### src/hw/rtl/orwc_pkg.sv
// ----------------------------------------------------------------------------
// orwc_pkg
// shared types and constants of the overwrite ring with read cursor
// ----------------------------------------------------------------------------
package orwc_pkg;

    localparam int DEPTH      = 16;
    localparam int DATA_WIDTH = 32;
    localparam int CNT_W      = $clog2(DEPTH + 1);
    localparam int IDX_W      = (DEPTH > 1) ? $clog2(DEPTH) : 1;
    localparam int CFG_W      = 5;
    localparam int OP_W       = 2;

    localparam logic [CFG_W-1:0] MAX_SIZE_RST = 5'd16;

    // opcodes
    localparam logic [OP_W-1:0] OP_INSERT      = 2'd0;
    localparam logic [OP_W-1:0] OP_EXTRACT_ONE = 2'd1;
    localparam logic [OP_W-1:0] OP_EXTRACT_ALL = 2'd2;
    localparam logic [OP_W-1:0] OP_RESERVED    = 2'd3;

    typedef logic [DATA_WIDTH-1:0] data_t;

    typedef enum logic {
        ST_IDLE,
        ST_DRAIN
    } state_t;

    // control broadcast along the cell row
    typedef struct packed {
        logic             shift;
        logic             load;
        logic [IDX_W-1:0] load_idx;
    } chain_ctl_t;

endpackage

### src/hw/rtl/overwrite_ring_with_read_cursor.sv
// ----------------------------------------------------------------------------
// overwrite_ring_with_read_cursor
// history ring that overwrites its oldest word when full, read by a cursor
// ----------------------------------------------------------------------------
// usage
//   input channel: in_valid / in_stall with opcode and entry_data
//     insert appends a word, extract-one returns the word at the cursor,
//     extract-all returns every unread word oldest first, last on the final
//   output channel: out_valid / out_stall with entry_data_res, no_data, last
//   config: cfg_we writes cfg_data into max_size; the user writes only while the block is idle, unchecked
// timing
//   insert: no result
//   extract: result visible the cycle after acceptance
//   extract-all of n unread words: one word per cycle out of the output register
//     while out_stall is low; the drain sequencer holds the input off meanwhile
//   the cursor read is one mux over the cell row, so the word rate is set
//     by the output register draining at one item per cycle while out_stall is low
// reset
//   ring empty, cursor zero, max_size 16, no result pending; cell contents
//   are left as they are and never read before being written
// stall
//   a stalled result holds in the output register; input is held off only
//   while a result cannot move on or a drain is in progress
// ----------------------------------------------------------------------------
module overwrite_ring_with_read_cursor (
    input  logic                        clk,
    input  logic                        rst_n,
    // input channel
    input  logic                        in_valid,
    output logic                        in_stall,
    input  logic [orwc_pkg::OP_W-1:0]   opcode,
    input  logic [orwc_pkg::DATA_WIDTH-1:0] entry_data,
    // configuration
    input  logic                        cfg_we,
    input  logic [orwc_pkg::CFG_W-1:0]  cfg_data,
    // output channel
    output logic                        out_valid,
    input  logic                        out_stall,
    output logic [orwc_pkg::DATA_WIDTH-1:0] entry_data_res,
    output logic                        no_data,
    output logic                        last
);
    import orwc_pkg::*;

    // cells hold the words oldest first, cell 0 is the oldest
    data_t            cell_data [DEPTH];
    chain_ctl_t       ctl;
    logic [IDX_W-1:0] rd_idx;
    data_t            rd_data;

    orwc_ctrl u_ctrl (
        .clk            (clk),
        .rst_n          (rst_n),
        .in_valid       (in_valid),
        .in_stall       (in_stall),
        .opcode         (opcode),
        .cfg_we         (cfg_we),
        .cfg_data       (cfg_data),
        .out_valid      (out_valid),
        .out_stall      (out_stall),
        .entry_data_res (entry_data_res),
        .no_data        (no_data),
        .last           (last),
        .rd_idx         (rd_idx),
        .rd_data        (rd_data),
        .ctl            (ctl)
    );

    // row of cells; on overwrite each cell other than the top and the loaded one takes its upper neighbor's word
    for (genvar i = 0; i < DEPTH; i++)
    begin : g_cell
        data_t nb_data;

        if (i < DEPTH - 1)
        begin : g_mid
            assign nb_data = cell_data[i + 1];
        end
        else
        begin : g_top
            // top cell keeps its word; it is reloaded whenever it matters
            assign nb_data = cell_data[i];
        end

        orwc_cell u_cell (
            .clk     (clk),
            .ctl     (ctl),
            .pos     (IDX_W'(i)),
            .wr_data (entry_data),
            .nb_data (nb_data),
            .data    (cell_data[i])
        );
    end

    // cursor read, one address
    assign rd_data = cell_data[rd_idx];

endmodule

### src/hw/rtl/orwc_cell.sv
// ----------------------------------------------------------------------------
// orwc_cell
// one entry of the ring: loads a new word or takes its upper neighbor's word
// ----------------------------------------------------------------------------
module orwc_cell (
    input  logic                   clk,
    input  orwc_pkg::chain_ctl_t   ctl,
    input  logic [orwc_pkg::IDX_W-1:0] pos,
    input  orwc_pkg::data_t        wr_data,
    input  orwc_pkg::data_t        nb_data,
    output orwc_pkg::data_t        data
);
    import orwc_pkg::*;

    data_t data_reg;
    data_t data_next;

    always_comb
    begin
        data_next = data_reg;
        if (ctl.load && (ctl.load_idx == pos))
        begin
            data_next = wr_data;
        end
        else if (ctl.shift)
        begin
            data_next = nb_data;
        end
    end

    always_ff @(posedge clk)
    begin
        data_reg <= data_next;
    end

    assign data = data_reg;

endmodule

### src/hw/rtl/orwc_ctrl.sv
// ----------------------------------------------------------------------------
// orwc_ctrl
// count, read cursor, capacity register, drain sequencer and output register
// ----------------------------------------------------------------------------
module orwc_ctrl (
    input  logic                        clk,
    input  logic                        rst_n,
    input  logic                        in_valid,
    output logic                        in_stall,
    input  logic [orwc_pkg::OP_W-1:0]   opcode,
    input  logic                        cfg_we,
    input  logic [orwc_pkg::CFG_W-1:0]  cfg_data,
    output logic                        out_valid,
    input  logic                        out_stall,
    output orwc_pkg::data_t             entry_data_res,
    output logic                        no_data,
    output logic                        last,
    output logic [orwc_pkg::IDX_W-1:0]  rd_idx,
    input  orwc_pkg::data_t             rd_data,
    output orwc_pkg::chain_ctl_t        ctl
);
    import orwc_pkg::*;

    state_t            state_reg, state_next;
    logic [CNT_W-1:0]  count_reg, count_next;
    logic [CNT_W-1:0]  roff_reg, roff_next;
    logic [CFG_W-1:0]  max_size_reg;
    logic              out_valid_reg, out_valid_next;
    data_t             out_data_reg, out_data_next;
    logic              out_nd_reg, out_nd_next;
    logic              out_last_reg, out_last_next;

    logic [CNT_W-1:0]  cap;
    logic [CNT_W-1:0]  roff_inc;
    logic              full;
    logic              has_unread;
    logic              last_unread;
    logic              out_free;
    logic              accept;

    // effective capacity: zero acts as one, clipped to the cell count
    always_comb
    begin
        if (max_size_reg == '0)
        begin
            cap = CNT_W'(1);
        end
        else if (int'(max_size_reg) > DEPTH)
        begin
            cap = CNT_W'(DEPTH);
        end
        else
        begin
            cap = CNT_W'(max_size_reg);
        end
    end

    assign roff_inc    = roff_reg + CNT_W'(1);
    assign full        = (count_reg >= cap);
    assign has_unread  = (roff_reg < count_reg);
    assign last_unread = (roff_inc == count_reg);
    assign out_free    = !out_valid_reg || !out_stall;
    assign in_stall    = (state_reg == ST_DRAIN) || !out_free;
    assign accept      = in_valid && !in_stall;
    assign rd_idx      = roff_reg[IDX_W-1:0];

    always_comb
    begin : next_state
        state_next = state_reg;
        unique case (state_reg)
            ST_IDLE:
            begin
                if (accept && (opcode == OP_EXTRACT_ALL) && has_unread && !last_unread)
                begin
                    state_next = ST_DRAIN;
                end
            end
            ST_DRAIN:
            begin
                if (out_free && last_unread)
                begin
                    state_next = ST_IDLE;
                end
            end
            default:
            begin
                state_next = ST_IDLE;
            end
        endcase
    end

    always_comb
    begin : datapath
        count_next     = count_reg;
        roff_next      = roff_reg;
        out_valid_next = out_valid_reg && out_stall;
        out_data_next  = out_data_reg;
        out_nd_next    = out_nd_reg;
        out_last_next  = out_last_reg;
        ctl            = '0;

        if (state_reg == ST_DRAIN)
        begin
            if (out_free)
            begin
                out_valid_next = 1'b1;
                out_data_next  = rd_data;
                out_nd_next    = 1'b0;
                out_last_next  = last_unread;
                roff_next      = roff_inc;
            end
        end
        else if (accept)
        begin
            priority if (opcode == OP_INSERT)
            begin
                ctl.load = 1'b1;
                if (full)
                begin
                    // drop the oldest word, cursor follows it down
                    ctl.shift    = 1'b1;
                    ctl.load_idx = IDX_W'(count_reg - CNT_W'(1));
                    if (roff_reg != '0)
                    begin
                        roff_next = roff_reg - CNT_W'(1);
                    end
                end
                else
                begin
                    ctl.load_idx = IDX_W'(count_reg);
                    count_next   = count_reg + CNT_W'(1);
                end
            end
            else if ((opcode == OP_EXTRACT_ONE) || (opcode == OP_EXTRACT_ALL))
            begin
                out_valid_next = 1'b1;
                if (!has_unread)
                begin
                    out_data_next = '0;
                    out_nd_next   = 1'b1;
                    out_last_next = 1'b1;
                end
                else
                begin
                    out_data_next = rd_data;
                    out_nd_next   = 1'b0;
                    out_last_next = (opcode == OP_EXTRACT_ONE) || last_unread;
                    roff_next     = roff_inc;
                end
            end
            else
            begin
                // unused opcode, no result
                out_valid_next = out_valid_reg && out_stall;
            end
        end
    end

    always_ff @(posedge clk or negedge rst_n)
    begin
        if (!rst_n)
        begin
            state_reg     <= ST_IDLE;
            count_reg     <= '0;
            roff_reg      <= '0;
            max_size_reg  <= MAX_SIZE_RST;
            out_valid_reg <= 1'b0;
        end
        else
        begin
            state_reg     <= state_next;
            count_reg     <= count_next;
            roff_reg      <= roff_next;
            out_valid_reg <= out_valid_next;
            if (cfg_we)
            begin
                max_size_reg <= cfg_data;
            end
        end
    end

    always_ff @(posedge clk)
    begin
        out_data_reg <= out_data_next;
        out_nd_reg   <= out_nd_next;
        out_last_reg <= out_last_next;
    end

    assign out_valid      = out_valid_reg;
    assign entry_data_res = out_data_reg;
    assign no_data        = out_nd_reg;
    assign last           = out_last_reg;

endmodule

### config.mk
export PLATFORM = sky130hd
export DESIGN_NAME = overwrite_ring_with_read_cursor
export DESIGN_NICKNAME = d
export VERILOG_FILES = /design/src/hw/rtl/orwc_pkg.sv /design/src/hw/rtl/overwrite_ring_with_read_cursor.sv /design/src/hw/rtl/orwc_cell.sv /design/src/hw/rtl/orwc_ctrl.sv
export SDC_FILE = /design/constraint.sdc
export NUM_CORES = 1
export LEC_CHECK = 0
export BUFFER_PORTS_ARGS = -buffer_cell sky130_fd_sc_hd__buf_4
export CORE_MARGIN = 10
export CORE_UTILIZATION = 50
export CTS_CLUSTER_DIAMETER = 30
export DETAILED_ROUTE_END_ITERATION = 8
export PLACE_DENSITY = 0.78
export SETUP_SLACK_MARGIN = 0.2
export SLEW_MARGIN = 5
export SYNTH_ARGS = -nofsm -noshare
export SYNTH_HDL_FRONTEND = slang
export SYNTH_SLANG_ARGS = --single-unit
export TNS_END_PERCENT = 50
### constraint.sdc
create_clock -name clk -period 8.8 [get_ports clk]
set_input_delay 1.76 -clock clk [delete_from_list [all_inputs] [get_ports clk]]
set_output_delay 1.76 -clock clk [all_outputs]
set_load 0.01 [all_outputs]
; ---- Word-level counts from Yosys, hierarchy flattened
; Index checks and enable logic that the tools add are counted.
[word_totals]
reg_bits = 563
input_bits = 44
output_inout_bits = 36
[classes]
addsub = 4
order_cmp = 4
n_eq_ne = 22
n_mux = 74
bitwise_logic = 3
n_reduce_logical = 57
[ops]
columns = operator, count
row1 = 32-bit two-way mux, 38
row2 = 32-bit binary-select mux with 4-bit select, 1
row3 = 5-bit two-way mux, 10
row4 = 2-bit nonzero test, 17
row5 = "4-bit == test, second input constant", 8
row6 = 1-bit logical AND, 22
row7 = 1-bit two-way mux, 20
row8 = 6-bit two-way mux, 3
row9 = "4-bit by 3-bit == test with 1-bit output, second input constant", 4
row10 = "5-bit by 1-bit adder with 5-bit output, second input constant", 2
row11 = "4-bit by 2-bit == test with 1-bit output, second input constant", 2
row12 = 4-bit AND reduction, 2
row13 = 6-bit AND reduction, 1
row14 = 3-bit nonzero test, 2
row15 = 5-bit == test, 1
row16 = 5-bit greater-or-equal comparator, 1
row17 = "5-bit greater-or-equal comparator, second input constant", 1
row18 = "5-bit > comparator, second input constant", 1
row19 = 1-bit logical NOT, 5
row20 = 5-bit logical NOT, 1
row21 = 5-bit less-than comparator, 1
row22 = 4-bit inverter with 5-bit output, 1
row23 = 5-bit nonzero test, 1
row24 = "5-bit by 1-bit subtractor with 5-bit output, second input constant", 1
row25 = other kinds (14), 18

; ---- Depth between registers and ports, before layout
; Gate-level depths: netlist of the first run.
[depth]
ltp_word = 11
mapped_depth = 13

; ---- By module
; Synthesis of the first run repeated with hierarchy kept, for this count alone.
[hier_totals]
hier_cells = 1732
area_unflattened_um2 = 29324.4
[by_module_without_submodules]
columns = mod, instances, cells_each, area_per_inst_um2, seq_area_each_um2
row1 = orwc_cell, 16, 77, 1432.6, 960.9
row2 = overwrite_ring_with_read_cursor, 1, 273, 3736.1, 0.0
row3 = orwc_ctrl, 1, 227, 2666.3, 1447.6

; ---- Worst setup path after synthesis of the first run
; OpenSTA, ideal clock, no wires.
[synth_path]
path_kind = input to register
from = input port opcode[0] in the netlist's numbering
to = register g_cell[1].u_cell.data_reg[0] (enable)
setup_time_ns = 0.466
arrival_time_ns = 5.331
slack_ns = 3.003
path_stages = 10
n_path_buf = 3
path_cell_list = inv_1 > ha_1 > nand2b_4 > buf_6 > nor2_1 > buf_4 > o21ai_1 > nand2_1 > buf_2 > o21ai_0
[synth_between]
elab_chain_cells = 7
[synth_lines]
columns = element, line
row1 = from (decl), overwrite_ring_with_read_cursor.sv:31  ; input logic [orwc_pkg::OP_W-1:0] opcode,
row2 = 2-bit logical NOT *, orwc_ctrl.sv:115  ; priority if (opcode == OP_INSERT)
row3 = 6-bit two-way mux *, orwc_ctrl.sv:115
row4 = 6-bit two-way mux *, orwc_ctrl.sv:113  ; else if (accept)
row5 = 6-bit two-way mux *, orwc_ctrl.sv:102  ; if (state_reg == ST_DRAIN)
row6 = 4-bit by 1-bit == test with 1-bit output, orwc_cell.sv:21  ; if (ctl.load && (ctl.load_idx == pos))
row7 = 1-bit logical AND, orwc_cell.sv:21
row8 = 2-bit nonzero test (no line) *, -
row9 = to (signal assigned), orwc_cell.sv:33  ; data_reg <= data_next;
row10 = to (decl), orwc_cell.sv:15  ; data_t data_reg;
; Every way passes the cells marked *; elsewhere a longest branch is shown, timed or not.
; A chain may end at the register's enable or synchronous reset.

; ---- Final worst setup path of the first run
[layout_path]
from = input port opcode[0] in the netlist's numbering
to = register g_cell[5].u_cell.data_reg[17] (enable)
[layout_between]
elab_chain_cells = 7
[layout_lines]
columns = element, line
row1 = 2-bit logical NOT *, orwc_ctrl.sv:115
row2 = 6-bit two-way mux *, orwc_ctrl.sv:115
row3 = 6-bit two-way mux *, orwc_ctrl.sv:113
row4 = 6-bit two-way mux *, orwc_ctrl.sv:102
row5 = 4-bit by 3-bit == test with 1-bit output, orwc_cell.sv:21
row6 = 1-bit logical AND, orwc_cell.sv:21
row7 = 2-bit nonzero test (no line) *, -
row8 = to (signal assigned), orwc_cell.sv:33
row9 = to (decl), orwc_cell.sv:15
; Marks and branches as above.

==> results of run 1 <==
## final timing paths
kind                                         from                   endpoint  slack [ns]
setup / recovery                        opcode[0]  g_cell[5].u_cell.data[17]        3.46
hold / removal             u_ctrl.max_size_reg[0]     u_ctrl.max_size_reg[0]        0.53
setup reg to reg              u_ctrl.count_reg[0]  g_cell[6].u_cell.data[16]        3.62
hold reg to reg            u_ctrl.max_size_reg[0]     u_ctrl.max_size_reg[0]        0.53
max in group asynchronous                   rst_n     u_ctrl.max_size_reg[4]        7.55
min in group asynchronous                   rst_n         u_ctrl.roff_reg[0]        0.99
## area by class of cell
cell class                      count  area [um^2]
Sequential cell                   563        16800
Inverter                           13         48.8
Timing Repair Buffer              115          876
Clock inverter                     84          935
Multi-Input combinational cell    917        10600
Clock buffer                      131         3020
Fill cell                        3993        22100
Tap cell                          748          936
## metrics by stage
step | power [mW] | hold slack (ns) | instances | area [um^2]
after floorplan | 5.65 | 0.481 | 1642 | 28000
after global placement | 6.52 | 0.505 | 2356 | 29300
after detailed placement | 6.58 | 0.508 | 2356 | 29300
after CTS | 11.0 | 0.526 | 2571 | 33200
after global routing | 11.3 | 0.547 | 2571 | 33200
final | 10.9 | 0.527 | 2571 | 33200
## metal layers
metal / up-vias / part of all wire [%] / track usage [%]
met5: - / 0.0091 / 0
met4: 2 / 3.4 / 9.48
met3: 178 / 11 / 6.62
met2: 1129 / 47 / 36.3
met1: 8800 / 38 / 29.5
li1: 6944 / - / -
## logic make-up (layout without fill, tap and decap cells)
kind of cell | after synthesis | after routing | share of synthesized area [%]
flip-flops | 563 | 563 | 60.1
multiplexers | 486 | 486 | 26.0
AO/OA/AOI/OAI | 213 | 213 | 6.43
AND/OR/NAND/NOR | 185 | 185 | 3.47
buffers and inverters | 162 | 343 | 2.69
adder cells (fa/ha/maj) | 19 | 19 | 0.849
XOR/XNOR | 14 | 14 | 0.438
## layout by cell type (no fill, tap or decap), types with 17 or more instances in the layout
cell | netlist | final
buf_4 | 3 | 114
bufinv_16 | 0 | 17
clkbuf_16 | 0 | 119
clkinv_2 | 0 | 26
edfxtp_1 | 546 | 546
ha_1 | 19 | 19
mux2_1 | 87 | 87
mux2_2 | 237 | 237
mux4_2 | 160 | 160
nand2_1 | 92 | 82
nor2b_1 | 35 | 35
o2bb2ai_1 | 160 | 160
## report_power, final
group	total (mW)	leakage [nW]	internal, mW	switching (mW)
sequential	3.64	5.16	3.42	0.223
combinational	2.91	3.99	1.33	1.58
clock	4.39	1.92	2.95	1.45
total	10.9	11.1	7.70	3.25
==> impl_metrics.env, run 1 <==
export IMPL_status="finished, final reports clean"
export IMPL_rows=86
export IMPL_drc_errors=0
export IMPL_fmax_mhz=187
export IMPL_antenna_found_initial=1
export IMPL_syn_to_final_growth_pct=18.7
export IMPL_grt_remaining_overflow=0
export IMPL_finalClockSkew_ns=0.0289
export IMPL_initial_core_util_pct=50.6
export IMPL_postRouteAntennaNets=0
export IMPL_fp_dieArea_um2=65800
export IMPL_pin_count=80
export IMPL_critical_path_buf_inv_count=3
export IMPL_avgSynthCellArea_um2=17.0
export IMPL_final_core_util_pct=60.1
export IMPL_timing_critical_path_depth=10
export IMPL_power_leakage_nw=11.1
export IMPL_wl_per_cell_um=29.8
export IMPL_dpl_worst_slack_ns=2.89
export IMPL_grt_pass1_wl_mm=115
export IMPL_dp_hpwl_mm=42.4
export IMPL_hold_class="register to register"
export IMPL_place_congestion=0.807
export IMPL_die_height_um=257
export IMPL_synth_flop_cell="edfxtp_1"
export IMPL_clock_sinks=563
export IMPL_drv_slew=0
export IMPL_slew_limit_headroom_pct=24.9
export IMPL_die_w_um=257
export IMPL_cts_setup_buffers=0
export IMPL_holdBufCountCts=0
export IMPL_largest_register_ffs=512
export IMPL_worstPathArrival_ns=5.60
export IMPL_crit_family="compound AO/OA/AOI/OAI gates"
export IMPL_path_common_cell="buf_4"
export IMPL_n_antenna_cell=0
export IMPL_clk_path_buf_depth=3
export IMPL_core_area_um2=55300
export IMPL_reg2reg_depth=8
export IMPL_crit_chain="buf_4, inv_1, ha_1, nand2b_4, nor2_1, o2111ai_1, o32a_1, a21oi_4, buf_4, a21o_2"
export IMPL_cts_root_buf="clkbuf_16"
export IMPL_grt_pass1_vias=18100
export IMPL_fin_crit_ns=5.34
export IMPL_max_stage_delay_ns=0.89
export IMPL_critical_path_max_fanout=33
export IMPL_vias=17100
export IMPL_timing_final_ws_setup_ns=3.46
export IMPL_holdPathStages=1
export IMPL_routed_wl_mm=76.6
export IMPL_required_ns=9.06
export IMPL_max_cap_violations=0
export IMPL_drt_pass1_iterations=5
export IMPL_cts_clk_slew_worst_paths_ns=0.05
export IMPL_rsz0062_at_grt="false"
export IMPL_netlist_cell_type_count=65
export IMPL_syn_cell_area_um2=28000
export IMPL_postCtsResizedCells=0
export IMPL_powerDensity_nw_per_um2=330
export IMPL_nNetsFinal=1790
export IMPL_routed_via_density=6.63
export IMPL_crit_path_start_kind="input port"
export IMPL_synth_top_area_cell="edfxtp_1"
export IMPL_synth_async_sr_flop_share_pct=3.02
export IMPL_cts_max_level=3
export IMPL_ys_ff_latch=563
export IMPL_numCtsBuffers=117
export IMPL_hold_violations=0
export IMPL_ys_seq_area_share_pct=60.1
export IMPL_critPathKind="input port to register"
export IMPL_syn_nets=1705
export IMPL_synthTopCellsByArea="edfxtp_1, mux4_2, mux2_2, o2bb2ai_1, mux2_1"
export IMPL_insertion_delay_ns=0.66
export IMPL_ir_drop_mv=0.203
export IMPL_drt_initial_drc_count=2284
export IMPL_portBuffers=79
export IMPL_synth_top_cell_area_share_pct=58.6
export IMPL_grt_max_degree=115
export IMPL_cts_tree="yes"
export IMPL_synthCells=1642
export IMPL_synth_edf_count=546
export IMPL_finalSetupViolCount=0
export IMPL_crit_path_top_delay_cell="a21o_2"
export IMPL_yosysMostFrequentCell="edfxtp_1"
export IMPL_synthTopCellsByCount="edfxtp_1, mux2_2, mux4_2, o2bb2ai_1, nand2_1"
export IMPL_grt_usage_pct=23.0
export IMPL_fin_tns_setup_ns=0
export IMPL_fin_crit_sh_pct=60.6
export IMPL_yosys_warnings=0
export IMPL_end_kind="register"
export IMPL_drive_gt1_share_pct=41.6
export IMPL_tightest_slew_ns=1.12
(Power assumes the default switching activity.)
==> inputs of run 2 (changes only) <==
--- a/config.mk
+++ b/config.mk
@@ -10,7 +10,7 @@
 export CORE_UTILIZATION = 50
 export CTS_CLUSTER_DIAMETER = 30
 export DETAILED_ROUTE_END_ITERATION = 8
-export PLACE_DENSITY = 0.78
+export PLACE_DENSITY = 0.81
 export SETUP_SLACK_MARGIN = 0.2
 export SLEW_MARGIN = 5
 export SYNTH_ARGS = -nofsm -noshare
==> constraint.sdc (replaced) <==
create_clock -name clk -period 4.9 [get_ports clk]
set_input_delay 0.98 -clock clk [delete_from_list [all_inputs] [get_ports clk]]
set_output_delay 0.98 -clock clk [all_outputs]
set_load 0.01 [all_outputs]
==> run 2 against run 1 <==
Effect of this change: power increased by 81%; sequential share of layout area decreased by 0.44 points; design area increased by 0.89%; sequential cell count unchanged; worst hold slack got worse by 0.33 ns; critical path depth decreased by 1; critical endpoint is now g_cell[1].u_cell.data[31]; sequential power increased by 83%; clock-buffer cell count decreased by 10.
==> impl_metrics.env, run 2 (synthesized netlist as in run 1, its figures left out) <==
export IMPL_top_layer="met4"
export IMPL_hold_violations=0
export IMPL_layout_common_cells="edfxtp_1, mux2_2, o2bb2ai_1, mux4_2, buf_4"
export IMPL_holdBufCountCts=0
export IMPL_nNetsFinal=1806
export IMPL_hold_class="input port to asynchronous set/reset pin"
export IMPL_grt_usage_pct=24.6
export IMPL_cts_root_buf="clkbuf_16"
export IMPL_rows=86
export IMPL_max_cap_violations=0
export IMPL_initial_core_util_pct=50.6
export IMPL_clk_path_buf_depth=3
export IMPL_largest_register_ffs=512
export IMPL_die_w_um=257
export IMPL_syn_to_final_growth_pct=19.7
export IMPL_drt_pass1_iterations=5
export IMPL_cts_setup_buffers=0
export IMPL_portBuffers=79
export IMPL_drive_gt1_share_pct=42.5
export IMPL_status="finished, final reports clean"
export IMPL_powerDensity_nw_per_um2=592
export IMPL_grt_remaining_overflow=0
export IMPL_routed_via_density=6.84
export IMPL_tightest_slew_ns=0.950
export IMPL_insertion_delay_ns=0.65
export IMPL_power_frac_comb_pct=26.7
export IMPL_grt_pass1_vias=18300
export IMPL_crit_path_top_delay_cell="o21ai_1"
export IMPL_crit_path_start_kind="register"
export IMPL_dr_wl_met3_mm=10.2
export IMPL_critical_path_buf_inv_count=2
export IMPL_rrSetupSlack_ns=0.59
export IMPL_ir_drop_mv=0.397
export IMPL_routed_wl_mm=82.5
export IMPL_crit_family="compound AO/OA/AOI/OAI gates"
export IMPL_pin_count=80
export IMPL_critPathKind="register to register"
export IMPL_p_switching_mw=5.98
export IMPL_dp_hpwl_mm=46.6
export IMPL_pwr_share_seq_pct=33.6
export IMPL_cts_max_level=3
export IMPL_required_ns=5.17
export IMPL_end_kind="register"
export IMPL_postRouteAntennaNets=0
export IMPL_rsz0062_at_grt="false"
export IMPL_fp_dieArea_um2=65800
export IMPL_grt_pass1_wl_mm=122
export IMPL_max_stage_delay_ns=0.63
export IMPL_drv_slew=0
export IMPL_fin_tns_setup_ns=0
export IMPL_drt_initial_drc_count=2237
export IMPL_clock_sinks=563
export IMPL_layout_commonest_cell="edfxtp_1"
export IMPL_fin_crit_sh_pct=87.9
export IMPL_power_leakage_nw=11.2
export IMPL_clock_power_share_pct=39.7
export IMPL_wl_met2_mm=39.2
export IMPL_fmax_mhz=232
export IMPL_finalClockSkew_ns=0.0299
export IMPL_postCtsResizedCells=0
export IMPL_fin_crit_ns=4.31
export IMPL_p_sw_share_pct=30.1
export IMPL_timing_final_ws_setup_ns=0.594
export IMPL_worstPathArrival_ns=4.57
export IMPL_die_height_um=257
export IMPL_dpl_worst_slack_ns=0.815
export IMPL_wl_per_cell_um=31.9
export IMPL_finalSetupViolCount=0
export IMPL_drc_errors=0
export IMPL_cts_clk_slew_worst_paths_ns=0.05
export IMPL_numCtsBuffers=107
export IMPL_wirelength_met1_mm=29.0
export IMPL_placed_area_um2=29600
export IMPL_crit_chain="clkinv_1, ha_1, nor2b_1, o21a_1, o41ai_1, o21ai_1, nand2_2, o21ai_4, buf_4"
export IMPL_slew_limit_headroom_pct=36.7
export IMPL_antenna_found_initial=2
export IMPL_final_area_um2=33500
export IMPL_vias=17700
export IMPL_critical_path_max_fanout=22
export IMPL_internal_power_mw=13.9
export IMPL_grt_max_degree=94
export IMPL_cts_tree="yes"
export IMPL_core_area_um2=55300
export IMPL_place_congestion=0.858
run 2: cell types whose count changed in the layout (fill, tap and decap cells not counted), moves of 3 or more:
cell,delta
buf_12,+14
buf_4,+12
bufinv_16,+5
clkbuf_16,-11
clkinv_1,-6
clkinv_2,-10
inv_6,+6
inv_8,+3
run 2: power by group through the flow:
stage	Combinational [mW]	Sequential, mW	Clock (mW)
2_1_floorplan	3.70	6.46	0
5_1_grt	5.54	6.75	8.15
3_3_place_gp	5.13	6.72	0
6_report	5.30	6.67	7.88
3_5_place_dp	5.20	6.74	0
4_1_cts	5.26	6.67	7.92
run 2: final timing paths:
check / startpoint / end / cells after the start
worst max-delay path: u_ctrl.count_reg[0] / g_cell[1].u_cell.data[31] / 9
worst min-delay path: rst_n / u_ctrl.roff_reg[0] / 1
worst max register to register: u_ctrl.count_reg[0] / g_cell[1].u_cell.data[31] / 9
worst min register to register: u_ctrl.max_size_reg[0] / u_ctrl.max_size_reg[0] / 1
max in group asynchronous: rst_n / u_ctrl.max_size_reg[4] / 1
min in group clk: u_ctrl.max_size_reg[0] / u_ctrl.max_size_reg[0] / 1
run 2: layout make-up:
class / instances / area, um^2
multi-input cells: 917 / 10600
clock inverters: 82 / 1100
repair buffers: 141 / 1250
well taps: 748 / 936
clock buffers: 121 / 2770
flip-flops and latches: 563 / 16800
fillers: 3860 / 21800
inverters: 13 / 48.8
diodes: 2 / 5.00
run 2: worst register-to-register path, cell delays in order, from the launching register on:
cell and delay, ns:
dfrtp_1 0.48, clkinv_1 0.33, ha_1 0.39, nor2b_1 0.18
o21a_1 0.29, o41ai_1 0.15, o21ai_1 0.63, nand2_2 0.63
o21ai_4 0.35, buf_4 0.48
run 2: per-layer routing:
| layer | track usage, % | vias to the layer above |
|---|---|---|
| met4 | 11.9 | 0 |
| li1 | - | 6981 |
| met1 | 30.7 | 8965 |
| met5 | 0 | - |
| met2 | 39.4 | 1460 |
| met3 | 6.39 | 296 |
run 2: metrics by stage:
| step | cells | total power [mW] | util (%) | hold WS (ns) |
|---|---|---|---|---|
| 2_1_floorplan | 1642 | 10.2 | - | 0.481 |
| 3_3_place_gp | 2382 | 11.9 | 53.6 | 0.516 |
| 3_5_place_dp | 2382 | 11.9 | 53.6 | 0.519 |
| 4_1_cts | 2585 | 19.9 | 60.6 | 0.188 |
| 5_1_grt | 2587 | 20.4 | 60.6 | 0.217 |
| 6_report | 2587 | 19.9 | 60.6 | 0.202 |
